--- src/hw/rtl/wsp_pkg.sv ---
// ----------------------------------------------------------------------------
// wsp_pkg
// Widths, register indexes and shared types of the projection core.
// ----------------------------------------------------------------------------
package wsp_pkg;

  localparam int WORD_W   = 32;   // Q16.16 coefficient and coordinate
  localparam int PROD_W   = 64;   // Q32.32 product
  localparam int SHR      = 16;   // product back to Q16.16
  localparam int ACC_W    = 50;   // dot product sum, full width
  localparam int DIM_W    = 14;   // viewport size
  localparam int NUM_W    = 64;   // dot product times viewport size
  localparam int MAG_W    = 63;   // numerator magnitude
  localparam int DEN_W    = 49;   // divisor (w, known positive when visible)
  localparam int FRAC_SH  = 15;   // numerator scale of 32768
  localparam int QB       = 34;   // quotient bits kept
  localparam int OVF_SH   = QB - FRAC_SH;
  localparam int Q_W      = QB + 2;
  localparam int SCR_W    = 38;
  localparam int OUT_W    = 32;
  localparam int HALF_Q   = 32768;
  localparam int W_MIN    = 66;   // 0.001 in Q16.16, rounded up
  localparam int CFG_W    = 64;
  localparam int CFG_IDX_W = 3;

  localparam int DOT_LAT  = 3;
  localparam int PREP_LAT = 3;
  localparam int OUT_LAT  = 2;
  localparam int LATENCY  = DOT_LAT + PREP_LAT + QB + OUT_LAT;

  typedef enum logic [CFG_IDX_W-1:0] {
    REG_ROW0_A,
    REG_ROW0_B,
    REG_ROW1_A,
    REG_ROW1_B,
    REG_ROWW_A,
    REG_ROWW_B,
    REG_SCREEN_W,
    REG_SCREEN_H
  } reg_idx_t;

  typedef logic signed [WORD_W-1:0] word_t;
  typedef logic signed [ACC_W-1:0]  acc_t;
  typedef logic [DEN_W-1:0]         den_t;
  typedef logic [MAG_W-1:0]         mag_t;
  typedef logic [QB-1:0]            quo_t;
  typedef logic [DIM_W-1:0]         dim_t;

  typedef struct packed {
    logic vis;   // point in front of the viewer
    logic neg;   // numerator negative
    logic ovf;   // quotient far outside the output range
  } div_tag_t;

endpackage

--- src/hw/rtl/wsp_prep.sv ---
// ----------------------------------------------------------------------------
// wsp_prep
// Scale x and y by the viewport size, split off signs, test w and
// flag quotients that land far outside the output range.
// ----------------------------------------------------------------------------
module wsp_prep (
  input  logic              clk,
  input  logic              rst,
  input  logic              in_valid,
  input  wsp_pkg::acc_t     xq,
  input  wsp_pkg::acc_t     yq,
  input  wsp_pkg::acc_t     wq,
  input  wsp_pkg::dim_t     wd,
  input  wsp_pkg::dim_t     hd,
  output logic              out_valid,
  output wsp_pkg::den_t     den,
  output wsp_pkg::mag_t     mag_x,
  output wsp_pkg::mag_t     mag_y,
  output wsp_pkg::div_tag_t tag_x,
  output wsp_pkg::div_tag_t tag_y
);
  import wsp_pkg::*;

  logic signed [NUM_W-1:0] nx, ny;
  acc_t                    w1;
  logic                    v1, v2;
  den_t                    den2;
  mag_t                    mx2, my2;
  logic                    nxg2, nyg2, vis2;

  always_ff @(posedge clk) begin
    if (rst) begin
      v1        <= 1'b0;
      v2        <= 1'b0;
      out_valid <= 1'b0;
    end else begin
      v1        <= in_valid;
      v2        <= v1;
      out_valid <= v2;
    end
  end

  // Stage 1: scale by viewport size
  always_ff @(posedge clk) begin
    nx <= xq * $signed({1'b0, wd});
    ny <= yq * $signed({1'b0, hd});
    w1 <= wq;
  end

  // Stage 2: magnitudes, signs and the behind-viewer test
  always_ff @(posedge clk) begin
    nxg2 <= nx[NUM_W-1];
    nyg2 <= ny[NUM_W-1];
    mx2  <= nx[NUM_W-1] ? MAG_W'(-nx) : MAG_W'(nx);
    my2  <= ny[NUM_W-1] ? MAG_W'(-ny) : MAG_W'(ny);
    vis2 <= (w1 >= ACC_W'(W_MIN));
    den2 <= DEN_W'(w1);
  end

  // Stage 3: quotient range check against den << OVF_SH
  always_ff @(posedge clk) begin
    den       <= den2;
    mag_x     <= mx2;
    mag_y     <= my2;
    tag_x.vis <= vis2;
    tag_x.neg <= nxg2;
    tag_x.ovf <= (DEN_W+OVF_SH)'(mx2) >= {den2, {OVF_SH{1'b0}}};
    tag_y.vis <= vis2;
    tag_y.neg <= nyg2;
    tag_y.ovf <= (DEN_W+OVF_SH)'(my2) >= {den2, {OVF_SH{1'b0}}};
  end

endmodule

--- config.mk ---
export PLATFORM = sky130hd
export DESIGN_NAME = wsp_prep
export DESIGN_NICKNAME = d
export VERILOG_FILES = /design/src/hw/rtl/wsp_pkg.sv /design/src/hw/rtl/wsp_prep.sv
export SDC_FILE = /design/constraint.sdc
export NUM_CORES = 2
export LEC_CHECK = 0
export BUFFER_PORTS_ARGS = -buffer_cell sky130_fd_sc_hd__buf_2
export CAP_MARGIN = 20
export CORE_MARGIN = 2
export CORE_UTILIZATION = 26
export CTS_BUF_LIST = sky130_fd_sc_hd__clkbuf_8
export DETAILED_ROUTE_END_ITERATION = 6
export PLACE_DENSITY = 0.38
export SLEW_MARGIN = 40
export SYNTH_ARGS = -nofsm -noshare
export SYNTH_HDL_FRONTEND = slang
export SYNTH_SLANG_ARGS = --single-unit
--- constraint.sdc ---
create_clock -name clk -period 8.1 [get_ports clk]
set_input_delay 0.81 -clock clk [delete_from_list [all_inputs] [get_ports clk]]
set_output_delay 0.81 -clock clk [all_outputs]
set_load 0.1 [all_outputs]
==> impl_metrics.py <==
metrics = {
    "timing": {
        "maxSlewHeadroom": 0.4182,
        "skew_ns": 0.06770,
        "fin_setup_tns_ns": 0,
        "holdWs_ns": 0.1410,
        "fmax_ghz": 0.1374,
        "setup_viol_count_final": 0,
        "tightest_slew_ns": 0.8665,
        "rsz0062_at_grt": "false",
        "drv_slew": 0,
        "fin_crit_ns": 7.278,
        "fin_crit_sh": 0.8985,
        "hold_viol_final": 0,
    },
    "critical_path": {
        "crit_start": "hd[3]",
        "worst_setup_path_start_kind": "input pin",
        "crit_chain": "buf_2 -> buf_4 -> and2_1 -> fa_1 -> inv_1 -> fa_1 -> inv_1 -> fa_1 -> fa_1 -> fa_1 -> inv_1 -> fa_1 -> inv_1 -> ha_1 -> a21oi_1 -> o21ai_0 -> a311oi_1 -> o2111ai_1 -> a41o_1 -> a311o_1 -> a31o_2 -> a211oi_1 -> a311oi_1",
        "crit_path_max_fanout": 28,
        "reg2reg_depth": 9,
        "cp_common_cell": "fa_1",
        "critical_path.top_delay_family": "adder cells",
        "arrival_ns": 7.88,
        "path_buf_inv": 6,
        "end_kind": "flop",
        "worstReg2RegEnd": "mx2[62]",
        "worstPathRequired_ns": 8.70,
        "worstSetupPathType": "input pin to flop",
        "setup.worst_path.end": "ny[48]",
        "r2r-start": "nx[15]",
        "crit_cells": 23,
        "slowest_stage": "buf_2",
        "ff2ff_setup_slack_ns": 3.97,
        "slowest_delay_ns": 0.60,
    },
    "synth": {
        "syn_inst": 6612,
        "yosysUniqueCellTypes": 73,
        "synth_edf_count": 0,
        "synth-async-reset-ratio": 0,
        "syn-cell-area_um2": 62910,
        "ys.flop_type": "dfxtp_1",
        "yosysWarnings": 0,
        "synth.avg_cell_area_um2": 9.515,
        "ys_seq_elements": 539,
        "ys_seq_area_frac": 0.1715,
        "syn_nets": 8407,
    },
    "floorplan": {
        "coreArea_um2": 240500,
        "io_pins": 363,
        "die_w_um": 495.9,
        "placementRows": 180,
        "dieHeight_um": 495.9,
        "design.die.area_um2": 245900,
        "initial_core_util": 0.2616,
    },
    "global_routing": {
        "grt_pass1_wl_um": 321200,
        "grt_pass1_vias": 49870,
        "grt_usage": 0.1745,
        "antenna_found_initial": 29,
        "grt-ovfl-total": 0,
        "grt_max_degree": 66,
    },
    "cts": {
        "cts_setup_buffers": 0,
        "clock_latency_ns": 0.78,
        "cts_hold_buf": 0,
        "numCtsBuffers": 94,
        "clock-root-buffer": "clkbuf_8",
        "ctsResizeCount": 0,
        "htree_levels": 3,
        "path_clk_slew_ns": 0.06,
        "clock_path_buffers": 3,
        "cts_tree": "done",
        "cts_sinks": 539,
    },
    "job": {
        "cap_violations": 0,
    },
    "drt": {
        "via_per_inst": 4.399,
        "via_count": 44680,
        "drt_iter0_drc": 2105,
        "drc": 0,
        "wire_per_inst_um": 20.80,
        "ant_nets": 0,
        "wl_um": 211300,
        "first_pass_iters": 6,
    },
    "layout": {
        "fin_nets": 8673,
        "drive_above_1_share": 0.09355,
        "final_util": 0.2940,
        "syn_to_final_growth_pct": 12.42,
    },
    "status": {
        "status": "completed",
    },
    "place": {
        "io_buffer_count": 362,
        "gp_congestion": 0.8447,
        "dpl.hpwl_um": 177800,
    },
    "min_path": {
        "hp-class": "input pin to flop",
    },
}
==> synthesized netlist by cell type, types with 5 or more instances <==
cell type,count,area share
a2111oi_0,5,0.00070
a211oi_1,15,0.0018
a21o_1,92,0.011
a21oi_1,170,0.014
a221oi_1,6,0.00084
a31oi_1,24,0.0024
and2_1,881,0.088
and3_1,19,0.0019
clkbuf_1,289,0.017
dfxtp_1,539,0.17
fa_1,1244,0.40
ha_1,370,0.074
inv_1,1391,0.083
nand2_1,664,0.040
nand2b_1,20,0.0020
nand3_1,40,0.0032
nand4_1,40,0.0040
nor2_1,88,0.0053
nor2b_1,17,0.0017
nor3_1,38,0.0030
nor4_1,27,0.0027
o2111ai_1,6,0.00084
o211ai_1,7,0.00084
o21a_1,13,0.0016
o21ai_0,130,0.010
o21bai_1,28,0.0033
o221ai_1,5,0.00070
o31ai_1,45,0.0054
o41ai_1,16,0.0022
or2_2,11,0.0011
or3_1,18,0.0018
or4_1,21,0.0025
xnor2_1,214,0.030
xor2_1,41,0.0057
==> cell usage in the layout, fill, tap and decap left out, types with 8 or more instances in the layout <==
master	count
nand2b_1	20
a21oi_1	170
clkinv_2	15
o31ai_1	45
dfxtp_1	537
nand3_1	40
xnor2_1	214
nand4_1	40
buf_2	356
o21ai_0	130
or3_1	18
clkbuf_8	111
nor3_1	38
ha_1	370
nor4_1	23
inv_1	1411
nand2_1	664
or4_1	21
and3_1	19
and2_1	881
a211oi_1	15
fa_1	1244
nor2b_1	17
o41ai_1	16
buf_4	94
bufinv_16	8
or2_2	11
o21bai_1	28
buf_12	15
a31oi_1	24
a21o_1	92
o21a_1	13
xor2_1	41
diode_2	25
nor2_1	88
==> worst reg2reg max path, cell delays in order, from the launching register on <==
cell	delay [ns]
dfxtp_1	0.39
or4_1	0.64
nor4_1	0.35
nand3_1	0.24
or4_1	0.52
or4_1	0.52
nor4_2	0.57
nand2_1	0.30
o41ai_2	0.29
xnor2_1	0.19
==> metrics by stage <==
step                cells  setup slack, ns  instance area (um^2)
floorplan            6612            1.273                 62910
global placement     9967           0.2042                 68570
detailed placement   9967           0.1292                 68610
CTS                 10130           0.9540                 70660
global route        10150           0.4761                 70700
finish              10160           0.8221                 70730
==> flip-flops by register name, summed over array words and instances (netlist names) <==
signal     flops
v1             1
nyg2           1
v2             1
w1            50
tag_x          2
mag_y         63
nx            64
den           49
ny            64
mag_x         63
vis2           1
tag_y          3
nxg2           1
my2           63
out_valid      1
mx2           63
den2          49
==> logic make-up after synthesis <==
group	count (synthesis)	synth area share
AOI/OAI and AO/OA	606	0.06199
xor gates and xnor gates	255	0.03550
adders and majority gates	1614	0.4694
buffers and inverters	1686	0.1008
DFF	539	0.1715
muxes	1	0.0001591
and+or+nand+nor	1911	0.1606
==> per-layer routing <==
metal | GRT usage | wire length, um | up-vias
met5 | 0 | 54 | -
met2 | 0.2994 | 102600 | 900
met1 | 0.2268 | 93640 | 23120
met4 | 0.06153 | 7532 | 10
li1 | - | - | 20430
met3 | 0.01897 | 7423 | 219
==> final cells by class <==
| cell class | instances | area, um^2 |
|---|---|---|
| tap | 3185 | 3985 |
| timing repair buffer | 465 | 2788 |
| inverter | 1391 | 5221 |
| multi-input combinational | 4387 | 45830 |
| antenna | 25 | 62.56 |
| sequential | 539 | 10790 |
| clock buffer | 111 | 1528 |
| clock inverter | 55 | 525.5 |
| fill | 25610 | 169800 |
==> how the worst min path moves through the flow <==
stage / from / to / slack (ns) / cells past startpoint
finish: wq[26] / w1[26] / 0.14 / 1
global placement: vis2 / tag_y[2] / 0.31 / 0
CTS: wq[41] / w1[41] / 0.04 / 1
floorplan: w1[0] / den2[0] / 0.31 / 0
detailed placement: w1[0] / den2[0] / 0.31 / 0
global route: wq[30] / w1[30] / 0.07 / 1
Power is not shown: default switching activity piles up to over one toggle a cycle in this logic, so the estimate is an artifact.
