===== config.mk =====
export PLATFORM = sky130hd
export DESIGN_NAME = wsp_out
export DESIGN_NICKNAME = d
export VERILOG_FILES = /design/src/hw/rtl/wsp_pkg.sv /design/src/hw/rtl/wsp_out.sv
export SDC_FILE = /design/constraint.sdc
export NUM_CORES = 1
export LEC_CHECK = 0
export ABC_AREA = 1
export BUFFER_PORTS_ARGS = -buffer_cell sky130_fd_sc_hd__buf_2
export CAP_MARGIN = 20
export CORE_UTILIZATION = 54
export DETAILED_ROUTE_END_ITERATION = 10
export GPL_ROUTABILITY_DRIVEN = 0
export GPL_TIMING_DRIVEN = 0
export PLACE_DENSITY = 0.79
export SLEW_MARGIN = 40
export SYNTH_ARGS = -nofsm -noshare
export SYNTH_HDL_FRONTEND = slang
export SYNTH_SLANG_ARGS = --single-unit

===== constraint.sdc =====
create_clock -name clk -period 2.88 [get_ports clk]
set_clock_uncertainty 0.15 [all_clocks]
set_input_delay 0.72 -clock clk [delete_from_list [all_inputs] [get_ports clk]]
set_output_delay 0.72 -clock clk [all_outputs]
set_load 0.005 [all_outputs]

===== src/hw/rtl/wsp_pkg.sv =====
// ----------------------------------------------------------------------------
// wsp_pkg
// Widths, register indexes and shared types of the projection core.
// ----------------------------------------------------------------------------
package wsp_pkg;

  localparam int WORD_W   = 32;   // Q16.16 coefficient and coordinate
  localparam int PROD_W   = 64;   // Q32.32 product
  localparam int SHR      = 16;   // product back to Q16.16
  localparam int ACC_W    = 50;   // dot product sum, full width
  localparam int DIM_W    = 14;   // viewport size
  localparam int NUM_W    = 64;   // dot product times viewport size
  localparam int MAG_W    = 63;   // numerator magnitude
  localparam int DEN_W    = 49;   // divisor (w, known positive when visible)
  localparam int FRAC_SH  = 15;   // numerator scale of 32768
  localparam int QB       = 34;   // quotient bits kept
  localparam int OVF_SH   = QB - FRAC_SH;
  localparam int Q_W      = QB + 2;
  localparam int SCR_W    = 38;
  localparam int OUT_W    = 32;
  localparam int HALF_Q   = 32768;
  localparam int W_MIN    = 66;   // 0.001 in Q16.16, rounded up
  localparam int CFG_W    = 64;
  localparam int CFG_IDX_W = 3;

  localparam int DOT_LAT  = 3;
  localparam int PREP_LAT = 3;
  localparam int OUT_LAT  = 2;
  localparam int LATENCY  = DOT_LAT + PREP_LAT + QB + OUT_LAT;

  typedef enum logic [CFG_IDX_W-1:0] {
    REG_ROW0_A,
    REG_ROW0_B,
    REG_ROW1_A,
    REG_ROW1_B,
    REG_ROWW_A,
    REG_ROWW_B,
    REG_SCREEN_W,
    REG_SCREEN_H
  } reg_idx_t;

  typedef logic signed [WORD_W-1:0] word_t;
  typedef logic signed [ACC_W-1:0]  acc_t;
  typedef logic [DEN_W-1:0]         den_t;
  typedef logic [MAG_W-1:0]         mag_t;
  typedef logic [QB-1:0]            quo_t;
  typedef logic [DIM_W-1:0]         dim_t;

  typedef struct packed {
    logic vis;   // point in front of the viewer
    logic neg;   // numerator negative
    logic ovf;   // quotient far outside the output range
  } div_tag_t;

endpackage


===== src/hw/rtl/wsp_out.sv =====
// ----------------------------------------------------------------------------
// wsp_out
// Signed floor of the quotients, viewport offsets and clipping to the
// Q16.16 output range.
// ----------------------------------------------------------------------------
module wsp_out (
  input  logic               clk,
  input  logic               rst,
  input  logic               in_valid,
  input  wsp_pkg::quo_t      quo_x,
  input  logic               rem_nz_x,
  input  wsp_pkg::div_tag_t  tag_x,
  input  wsp_pkg::quo_t      quo_y,
  input  logic               rem_nz_y,
  input  wsp_pkg::div_tag_t  tag_y,
  input  wsp_pkg::dim_t      wd,
  input  wsp_pkg::dim_t      hd,
  output logic               done,
  output logic signed [31:0] screen_x,
  output logic signed [31:0] screen_y,
  output logic               visible,
  output logic               saturated
);
  import wsp_pkg::*;

  localparam logic [OUT_W-1:0] OUT_MAX = {1'b0, {(OUT_W-1){1'b1}}};
  localparam logic [OUT_W-1:0] OUT_MIN = {1'b1, {(OUT_W-1){1'b0}}};

  logic signed [Q_W-1:0]   qs_x, qs_y;
  div_tag_t                tx1, ty1;
  logic                    v1;
  logic [DIM_W+SHR-2:0]    half_w, half_h;
  logic signed [SCR_W-1:0] sx, sy;
  logic                    rng_x, rng_y, sat_x, sat_y;
  logic [OUT_W-1:0]        cx, cy;

  always_ff @(posedge clk) begin
    if (rst) begin
      v1   <= 1'b0;
      done <= 1'b0;
    end else begin
      v1   <= in_valid;
      done <= v1;
    end
  end

  // Stage 1: negative numerators round toward minus infinity
  always_ff @(posedge clk) begin
    qs_x <= tag_x.neg ? -(Q_W'(quo_x) + Q_W'(rem_nz_x)) : Q_W'(quo_x);
    qs_y <= tag_y.neg ? -(Q_W'(quo_y) + Q_W'(rem_nz_y)) : Q_W'(quo_y);
    tx1  <= tag_x;
    ty1  <= tag_y;
  end

  // Viewport offsets and range checks
  always_comb begin
    half_w = {wd[DIM_W-1:1], {SHR{1'b0}}};
    half_h = {hd[DIM_W-1:1], {SHR{1'b0}}};
    sx     = SCR_W'(half_w) + SCR_W'(qs_x) + SCR_W'(HALF_Q);
    sy     = SCR_W'(half_h) - (SCR_W'(qs_y) + SCR_W'(HALF_Q));
    rng_x  = (&sx[SCR_W-1:OUT_W-1]) || !(|sx[SCR_W-1:OUT_W-1]);
    rng_y  = (&sy[SCR_W-1:OUT_W-1]) || !(|sy[SCR_W-1:OUT_W-1]);
    // A huge quotient saturates by its sign; y runs the other way
    sat_x  = tx1.ovf || !rng_x;
    sat_y  = ty1.ovf || !rng_y;
    if (tx1.ovf) begin
      cx = tx1.neg ? OUT_MIN : OUT_MAX;
    end else if (!rng_x) begin
      cx = sx[SCR_W-1] ? OUT_MIN : OUT_MAX;
    end else begin
      cx = sx[OUT_W-1:0];
    end
    if (ty1.ovf) begin
      cy = ty1.neg ? OUT_MAX : OUT_MIN;
    end else if (!rng_y) begin
      cy = sy[SCR_W-1] ? OUT_MIN : OUT_MAX;
    end else begin
      cy = sy[OUT_W-1:0];
    end
  end

  // Stage 2: result beat, zeroed for points behind the viewer
  always_ff @(posedge clk) begin
    visible <= tx1.vis;
    if (tx1.vis) begin
      screen_x  <= cx;
      screen_y  <= cy;
      saturated <= sat_x || sat_y;
    end else begin
      screen_x  <= '0;
      screen_y  <= '0;
      saturated <= 1'b0;
    end
  end

endmodule


==> reports/results.tsv, run 1 <==
metric	value	unit
Min Hold Slack	239	ps
GRT Total Usage	0.292	
Synth top area share	0.236	
synth cell count leaders	nand2_1 (577), inv_1 (299), a21oi_1 (162)	
remaining antenna violation count	0	
top-count cell post-synth	nand2_1	
count of different cell masters after synthesis	48	
DP Worst Slack	-508	ps
Tightest Pin Transition	717	ps
HPWL after detailed placement	28.1	mm
CP Launch Type	primary input	
Post-synth top flop	dfxtp_1	
number of global-route vias before repair	11900	
die height	153	um
Syn Nets	2185	
Inserted Clock Buffers	17	
Site Rows	54	
GR Overflow Total	0	
Top Family by Delay on Critical Path	simple AND/OR/NAND/NOR gates	
drt drc	0	
Total Wirelength	38.3	mm
CP Max Fanout	7	
layout cells sized above 1	0.259	
syn_area_per_cell	6.30	sq um
net switching power	3.82	mW
routed vias/inst	5.56	
initial core utilization	0.557	
Reg power frac	0.265	
Root Driver	clkbuf_16	
period utilisation layout	1.04	
Placed Cells	2404	
clock share of power	0.239	
Seq cells post-synth	145	
H-tree levels	4	
RSZ-0062 raised after global routing	yes	
P_int	5.18	mW
Syn. warnings	0	
worst skew pair latency	430	ps
Post-Place Cell Area	13800	sq um
status	finished, violations left	
Lkg Pwr	7.96	nW
CTS tree	done	
TritonCTS Sinks	145	
Iter 0 DRT Violations	1102	
Final WS setup	-126	ps
initial antenna violation count	3	
Post-Layout Cell Count	2467	
die width	153	um
violated checks	negative setup slack	
Gate power share	0.497	
final hold violation count	0	
Synth async-reset ratio	0	
largest net degree at the start of global routing	17	
Clock Tree Buf Depth	2	
max-slew violations	0	
register area share after synthesis	0.236	
PwrDens	573	nW/um^2
Critical-path top delay cell	ha_4	
Post-synth EDFFs	0	
Area Overhead vs Synth	27.7	%
max frequency	333	MHz
worst min path class	in2reg	
Largest stage delay, worst path	280	ps
Port Buffers	170	
Sw Ratio	0.424	
area of the multi-input gates	9270	sq um
Synth area leaders	dfxtp_1 (24%), nand2_1 (18%), ha_1 (13%)	
Worst Setup End Kind	register	
CP arrival	3210	ps
Post-Syn Area	12300	sq um
Sum Neg Setup Slack	-1610	ps
DRT Pass-1 Iters	6	
vias	13700	
Final Core Density	0.712	
Tmin final	3010	ps
first-pass GRT wire length	56.1	mm
io pins	174	
die area	23400	sq um
cell taking the most area after synthesis	dfxtp_1	
Worst-path clk slew	70	ps
cell area after layout	15700	sq um
Fill cells	1710	
# nets final	2402	
slew margin rel.	0.522	
critical-path cell list	buf_2 -> inv_2 -> ha_4 -> inv_2 -> ha_4 -> nand2_4 -> inv_2 -> a21oi_4 -> nand2_2 -> nand2_2 -> nand3_2 -> nand2_2 -> nand2_2 -> nor2_4 -> nand3_4 -> nand2_8 -> clkbuf_16 -> nand2_4 -> nand2_2 -> nand2_2 -> a21oi_2	
max-cap viol count	0	
per-cell routed wire length	15.5	um
Post-Syn Instances	1954	
storage element area	2910	sq um
VDD IR-drop max	498	uV
Setup Viol. Count Final	32	
core box area	22100	sq um
worst path bufs/invs	5	
cell mode on critical path	nand2_2	
Tot Pwr	9.00	mW
critical setup path kind	in2reg	
Worst EP required	3080	ps
-- power by group through the flow --
stage	Combinational (mW)	Sequential [mW]	Clock [mW]
final	4.47	2.38	2.15
after global routing	4.87	2.40	2.25
after CTS	3.48	2.36	2.15
after detailed placement	3.43	2.40	0
after global placement	3.35	2.40	0
after floorplan	2.59	2.39	0
-- final timing paths --
path	start	endpoint	slack (ps)	depth (start not counted)
worst max register to register	qs_y[27]$_DFF_P_	screen_y[17]$_SDFF_PN0_	-90	20
worst min register to register	tx1[2]$_DFF_P_	visible$_DFF_P_	240	0
worst min-delay path	tag_y[0]	ty1[0]$_DFF_P_	240	1
worst max-delay path	hd[8]	screen_y[17]$_SDFF_PN0_	-130	21
-- logic make-up after synthesis --
logic type,after synthesis,share of synthesized area
AO/OA/AOI/OAI,344,0.154
adder cells (fa/ha/maj),124,0.127
AND/OR/NAND/NOR,912,0.315
XOR/XNOR,78,0.0555
flip-flops,145,0.236
buffers and inverters,351,0.113
-- placed cells by master, fill, tap and decap left out, types with 36 or more instances in the layout --
cell type    n
o21ai_0     97
buf_2      164
a21oi_1    120
xor2_1      36
nand3_1     61
ha_1        84
dfxtp_1    143
nor2_1     127
inv_1      267
a21oi_2     41
xnor2_1     42
nand2_1    489
nand2_2     85
-- routing by layer --
metal	global-route usage	vias up	wire length, um
met2	0.467	649	17300
met4	0.0789	0	1410
met3	0.0414	124	2760
met5	0	-	0
li1	-	6692	-
met1	0.409	6243	16900
-- flip-flops by register name (all words and copies together) (netlist names) --
signal     cells
qs_x          36
qs_y          36
screen_x      32
screen_y      32
tx1            3
ty1            2
done           1
saturated      1
v1             1
visible        1
-- timing repair --
action | CTS | global route
hold buffers | 0 | 0
resized for setup | 6 | 276
pin swaps | 2 | 105
endpoints found under the setup margin | 50 | 82
gates cloned | 0 | 3
buffers inserted | 2 | 23
-- area by class of cell --
class                   instances  area share
clock inverters                14     0.00844
well taps                     280      0.0223
diodes                          3    0.000478
clock buffers                  18      0.0279
repair buffers                198      0.0747
plain buffers                  44      0.0172
flip-flops and latches        145       0.185
multi-input cells            1458       0.589
inverters                     307      0.0747
Power figures use the tool's default switching activity.
==> run 2, diff against run 1 <==
--- a/config.mk
+++ b/config.mk
@@ -12,6 +12,7 @@
 export DETAILED_ROUTE_END_ITERATION = 10
 export GPL_ROUTABILITY_DRIVEN = 0
 export GPL_TIMING_DRIVEN = 0
+export MAX_ROUTING_LAYER = met4
 export PLACE_DENSITY = 0.79
 export SLEW_MARGIN = 40
 export SYNTH_ARGS = -nofsm -noshare
==> run 2 against run 1 <==
Net effect:
- highest routed layer unchanged
- critical path depth unchanged
- global-route usage rose by 0.88 points
- power about the same
- clock power hardly changed
- sequential cell count unchanged
- non-clock buffer count did not move
- die area did not move
- routed wire length up 0.19%
- via count increased by 0.17%
- sequential power is essentially flat
- the run still ends with negative setup slack left
- sequential share of layout area hardly changed
- largest cell class unchanged
- worst setup slack got worse by 0.85 ps
==> reports/results.tsv, run 2 (synthesis results as in run 1) <==
metric	value	unit	change
Worst EP required	3080	ps	about the same
end of the critical path	screen_y[17]$_SDFF_PN0_		
remaining antenna violation count	0		unchanged
GRT Total Usage	0.301		+0.00882
number of global-route vias before repair	11900		-0.067%
worst skew pair latency	430	ps	about the same
max-cap viol count	0		unchanged
Site Rows	54		unchanged
Setup Viol. Count Final	32		unchanged
Worst Setup End Kind	register		
DRT Pass-1 Iters	7		+1
most frequent cells in the layout	nand2_1 (489), inv_1 (267), buf_2 (164), dfxtp_1 (143), nor2_1 (127)		
die area	23400	sq um	unchanged
Tightest Pin Transition	713	ps	-3.77 ps
Placed Cells	2404		unchanged
Port Buffers	170		unchanged
drt drc	0		unchanged
CP Max Fanout	7		unchanged
CTS tree	done		
period utilisation layout	1.04		about the same
Tmin final	3010	ps	+0.851 ps
CP Launch Type	primary input		
net switching power	3.82	mW	about the same
R2R cell count	17		-15%
layout cells sized above 1	0.259		-0.000458
Largest stage delay, worst path	260	ps	-20 ps
routed vias/inst	5.56		+0.13%
GR Overflow Total	0		unchanged
cell mode on critical path	nand2_1		
TritonCTS Sinks	145		unchanged
Largest regs	qs_x x36, qs_y x36		
Min Hold Slack	240	ps	+1.11 ps
Final Core Density	0.712		about the same
die height	153	um	unchanged
Final WS setup	-127	ps	-0.851 ps
most common cell after layout, fill and taps aside	nand2_1		
# nets final	2402		unchanged
Worst-path clk slew	70	ps	about the same
status	finished, violations left		
Root Driver	clkbuf_16		
Sw Ratio	0.424		about the same
Clock Tree Buf Depth	2		unchanged
Fill cells	1709		-0.058%
initial core utilization	0.557		unchanged
Critical R2R Launch	qs_y[25]$_DFF_P_		
critical-path cell list	buf_2 -> inv_2 -> ha_4 -> inv_2 -> ha_4 -> nand2_1 -> nand2_1 -> nand2_1 -> nand2_1 -> a21oi_2 -> nand3_2 -> nand2_1 -> nand2_1 -> nor2_2 -> nand3_4 -> nand2_8 -> clkbuf_16 -> nand2_4 -> nand2_2 -> nand2_2 -> a21oi_2		
worst reg2reg path endpoint	screen_y[17]$_SDFF_PN0_		
RSZ-0062 raised after global routing	yes		
first-pass GRT wire length	56.1	mm	about the same
Post-Layout Cell Count	2468		+0.041%
max-slew violations	0		unchanged
violated checks	negative setup slack		
die width	153	um	unchanged
H-tree levels	4		unchanged
critical setup path kind	in2reg		
per-cell routed wire length	15.6	um	+0.15%
CP arrival	3210	ps	about the same
P_int	5.18	mW	about the same
Inserted Clock Buffers	17		unchanged
Iter 0 DRT Violations	1182		+7.3%
io pins	174		unchanged
largest net degree at the start of global routing	17		unchanged
final hold violation count	0		unchanged
core box area	22100	sq um	unchanged
area of the multi-input gates	9270	sq um	about the same
Critical-path top delay cell	ha_4		
VDD IR-drop max	495	uV	-0.52%
Crit. Startpoint	hd[9]		
vias	13700		+0.17%
initial antenna violation count	3		unchanged
Total Wirelength	38.4	mm	+0.19%
Area Overhead vs Synth	27.7	%	about the same
CTS Hold Bufs	0		unchanged
clock share of power	0.239		about the same
Gate power share	0.496		about the same
max frequency	333	MHz	about the same
flop-to-flop setup slack	-60	ps	+30 ps
Reg power frac	0.265		about the same
HPWL after detailed placement	28.1	mm	unchanged
slew margin rel.	0.524		+0.00251
worst min path class	in2reg		
PwrDens	572	nW/um^2	about the same
Lkg Pwr	7.97	nW	about the same
storage element area	2910	sq um	unchanged
[run 2: metrics by stage]
stage | setup WS, ps | power, mW | instance area, sq um | TNS (ps)
after floorplan | -26.3 | 4.98 | 12600 | -33.1
after global routing | -185 | 9.51 | 15700 | -4950
after detailed placement | -508 | 5.83 | 13800 | -33860
final | -127 | 9.00 | 15700 | -1990
after global placement | -462 | 5.75 | 13800 | -27510
after CTS | -29.8 | 8.00 | 14400 | -29.8
[run 2: final cells by class]
cell class,instances,area share
Multi-Input combinational cell,1458,0.589
Sequential cell,145,0.185
Inverter,307,0.0747
Timing Repair Buffer,198,0.0746
Clock buffer,18,0.0279
Tap cell,280,0.0223
Buffer,44,0.0172
Clock inverter,14,0.00843
Antenna cell,4,0.000637
[run 2: what timing repair did]
| item | 4_1_cts | 5_1_grt |
|---|---|---|
| pin swaps | 2 | 105 |
| endpoints found under the setup margin | 50 | 82 |
| gates resized for setup | 6 | 276 |
| buffers inserted | 2 | 23 |
| cloned | 0 | 3 |
[run 2: power by group through the flow]
| stage | combinational [mW] | clock, mW | sequential, mW |
|---|---|---|---|
| after CTS | 3.48 | 2.15 | 2.36 |
| after global placement | 3.35 | 0 | 2.40 |
| after floorplan | 2.59 | 0 | 2.39 |
| after detailed placement | 3.43 | 0 | 2.40 |
| after global routing | 4.85 | 2.25 | 2.40 |
| final | 4.47 | 2.15 | 2.39 |
[run 2: how the worst min path moves through the flow]
stage                        start         endpoint  slack (ps)  depth (start not counted)
floorplan           tx1[2]$_DFF_P_  visible$_DFF_P_         210                          0
global route              tag_y[0]   ty1[0]$_DFF_P_         230                          1
global placement    tx1[2]$_DFF_P_  visible$_DFF_P_         230                          0
detailed placement  tx1[2]$_DFF_P_  visible$_DFF_P_         230                          0
finish                    tag_y[0]   ty1[0]$_DFF_P_         240                          1
CTS                       tag_y[0]   ty1[0]$_DFF_P_         240                          1
[run 2: worst max-delay path, delay by kind of cell]
| family | cells | cell delay [ps] |
|---|---|---|
| AO/OA/AOI/OAI | 2 | 330 |
| adder cells (fa/ha/maj) | 2 | 510 |
| buffers and inverters | 4 | 340 |
| AND/OR/NAND/NOR | 13 | 1270 |
[run 2: routing by layer]
layer	wire, um	track usage	share of wire
met1	16900	0.410	0.44
met2	17500	0.468	0.46
met3	2800	0.0383	0.073
met4	1210	0.0794	0.032
met5	0	-	0
==> run 3, diff against run 2 <==
==> constraint.sdc (replaced) <==
create_clock -name clk -period 2.88 [get_ports clk]
set_clock_uncertainty 0.15 [all_clocks]
set_input_delay 0.432 -clock clk [delete_from_list [all_inputs] [get_ports clk]]
set_output_delay 0.432 -clock clk [all_outputs]
set_load 0.005 [all_outputs]
==> run 3 against run 2 <==
Net effect:
- combinational power shrank 10%
- largest cell class unchanged
- the flow still finishes with violations (negative setup slack)
- first-iteration DRC count grew 6.9%
- clock power is essentially flat
- utilization shrank 3.1 points
- power shrank 5.5%
- sequential cell count is the same
- largest power group unchanged
==> reports/results.tsv, run 3 (synthesis results as in run 1) <==
metric	value	unit	change
Site Rows	54		unchanged
Worst EP required	3080	ps	about the same
Min Hold Slack	13.1	ps	-227 ps
status	finished, violations left		
max frequency	328	MHz	-1.3%
TritonCTS Sinks	145		unchanged
violated checks	negative setup slack		
drt drc	0		unchanged
Worst-path clk slew	60	ps	about the same
GR Overflow Total	0		unchanged
Largest stage delay, worst path	390	ps	+130 ps
die width	153	um	unchanged
slew margin rel.	0.538		+0.0133
critical setup path kind	reg2reg		
CP Launch Type	register		
HPWL after detailed placement	27.1	mm	-3.4%
Final WS setup	-168	ps	-40.9 ps
final hold violation count	0		unchanged
Top Family by Delay on Critical Path	simple AND/OR/NAND/NOR gates		
GRT Total Usage	0.295		-0.00555
largest net degree at the start of global routing	17		unchanged
die area	23400	sq um	unchanged
cell mode on critical path	nand2_1		
worst min path class	in2reg		
Worst Setup End Kind	register		
most frequent cells in the layout	nand2_1 (525), inv_1 (288), buf_2 (174), a21oi_1 (141), dfxtp_1 (139)		
CP arrival	3250	ps	+40 ps
Root Driver	clkbuf_16		
per-cell routed wire length	14.8	um	-4.6%
layout cells sized above 1	0.208		-0.0507
Min-Delay Startpoint	rst		
PwrDens	566	nW/um^2	-1.1%
Largest regs	qs_x x36, qs_y x36		
worst path bufs/invs	4		unchanged
Critical-path top delay cell	ha_1		
initial antenna violation count	5		+2
number of global-route vias before repair	11800		-0.61%
routed vias/inst	5.42		-2.5%
CP Max Fanout	6		-1
core box area	22100	sq um	unchanged
Total Wirelength	36.5	mm	-5.0%
# nets final	2392		-0.42%
CTS tree	done		
Area Overhead vs Synth	22.1	%	
critical-path cell list	inv_1 -> ha_1 -> nand2_1 -> inv_1 -> a21oi_1 -> nand2_2 -> or2_4 -> nand3_2 -> nand2_2 -> nor2_4 -> nand3_4 -> nand2_4 -> buf_6 -> buf_4 -> nand2_1 -> nand2_1 -> nand2_1 -> a21oi_1		
Setup Viol. Count Final	32		unchanged
Lkg Pwr	7.76	nW	-2.6%
worst skew pair latency	430	ps	about the same
Iter 0 DRT Violations	1263		+6.9%
VDD IR-drop max	389	uV	-22%
DRT Pass-1 Iters	7		unchanged
Inserted Clock Buffers	17		unchanged
Placed Cells	2404		unchanged
vias	13300		-2.9%
Tightest Pin Transition	693	ps	-19.9 ps
Tmin final	3050	ps	+40.9 ps
max-cap viol count	0		unchanged
Post-Layout Cell Count	2458		-0.41%
RSZ-0062 raised after global routing	yes		
initial core utilization	0.557		unchanged
period utilisation layout	1.06		+0.0142
Critical R2R Launch	qs_y[32]$_DFF_P_		
remaining antenna violation count	0		unchanged
max-slew violations	0		unchanged
most common cell after layout, fill and taps aside	nand2_1		
Clock Tree Buf Depth	2		unchanged
Crit. Startpoint	qs_y[32]$_DFF_P_		
first-pass GRT wire length	54.8	mm	-2.2%
io pins	174		unchanged
die height	153	um	unchanged
Port Buffers	170		unchanged
H-tree levels	4		unchanged
-- run 3: changes by cell type in the layout (fill, tap and decap cells not counted), sizes merged --
cell         previous run  this run
diode                   4         5
dlygate4sd3             0         3
clkinvlp                2         0
bufinv                  0         1
buf                   215       201
clkinv                  2         6
inv                   317       314
-- run 3: layout make-up --
type | instances | area (sq um)
repair buffers | 188 | 1020
flip-flops and latches | 145 | 2910
diodes | 5 | 12.5
well taps | 280 | 350
inverters | 307 | 1150
fillers | 1831 | 7060
plain buffers | 44 | 263
clock buffers | 17 | 425
multi-input cells | 1458 | 8750
clock inverters | 14 | 144
-- run 3: repair_timing --
action                                  in CTS  in global routing
endpoints found under the hold margin        3                  0
endpoints found under the setup margin      30                 68
buffers inserted                             0                 13
gates resized for setup                     28                177
gates cloned                                 0                  2
hold buffers                                 3                  0
pin swaps                                    3                 57
-- run 3: worst paths after layout --
path | depth (start not counted) | slack (ps) | end
max reg2reg | 18 | -170 | screen_y[9]$_SDFF_PN0_
max | 18 | -170 | screen_y[9]$_SDFF_PN0_
min reg2reg | 0 | 230 | visible$_DFF_P_
min | 2 | 10 | done$_SDFF_PP0_
-- run 3: where the power goes --
part / total [mW] / internal (mW) / switching, mW
Clock: 2.13 / 1.21 / 0.916
Sequential: 2.37 / 2.25 / 0.119
Combinational: 4.01 / 1.56 / 2.45
Total: 8.51 / 5.02 / 3.49
-- run 3: layer usage --
| metal | GRT usage | part of all wire | vias up | wire [um] |
|---|---|---|---|---|
| met5 | - | 0 | - | 0 |
| met1 | 0.403 | 0.45 | 5868 | 16300 |
| met2 | 0.447 | 0.43 | 657 | 15700 |
| met4 | 0.0986 | 0.036 | 0 | 1310 |
| met3 | 0.0405 | 0.085 | 122 | 3080 |
| li1 | - | - | 6680 | - |
-- run 3: stage by stage --
| step | setup WS, ps | TNS [ps] | power [mW] | area (sq um) | util |
|---|---|---|---|---|---|
| final | -168 | -3300 | 8.51 | 15000 | 0.680 |
| after global routing | -259 | -6060 | 9.02 | 15000 | 0.680 |
| after CTS | 3.87 | 0 | 7.82 | 14200 | 0.644 |
| after detailed placement | -291 | -12410 | 5.59 | 13500 | 0.612 |
| after global placement | -263 | -8950 | 5.52 | 13500 | 0.612 |
| after floorplan | 154 | 0 | 4.77 | 12300 | - |
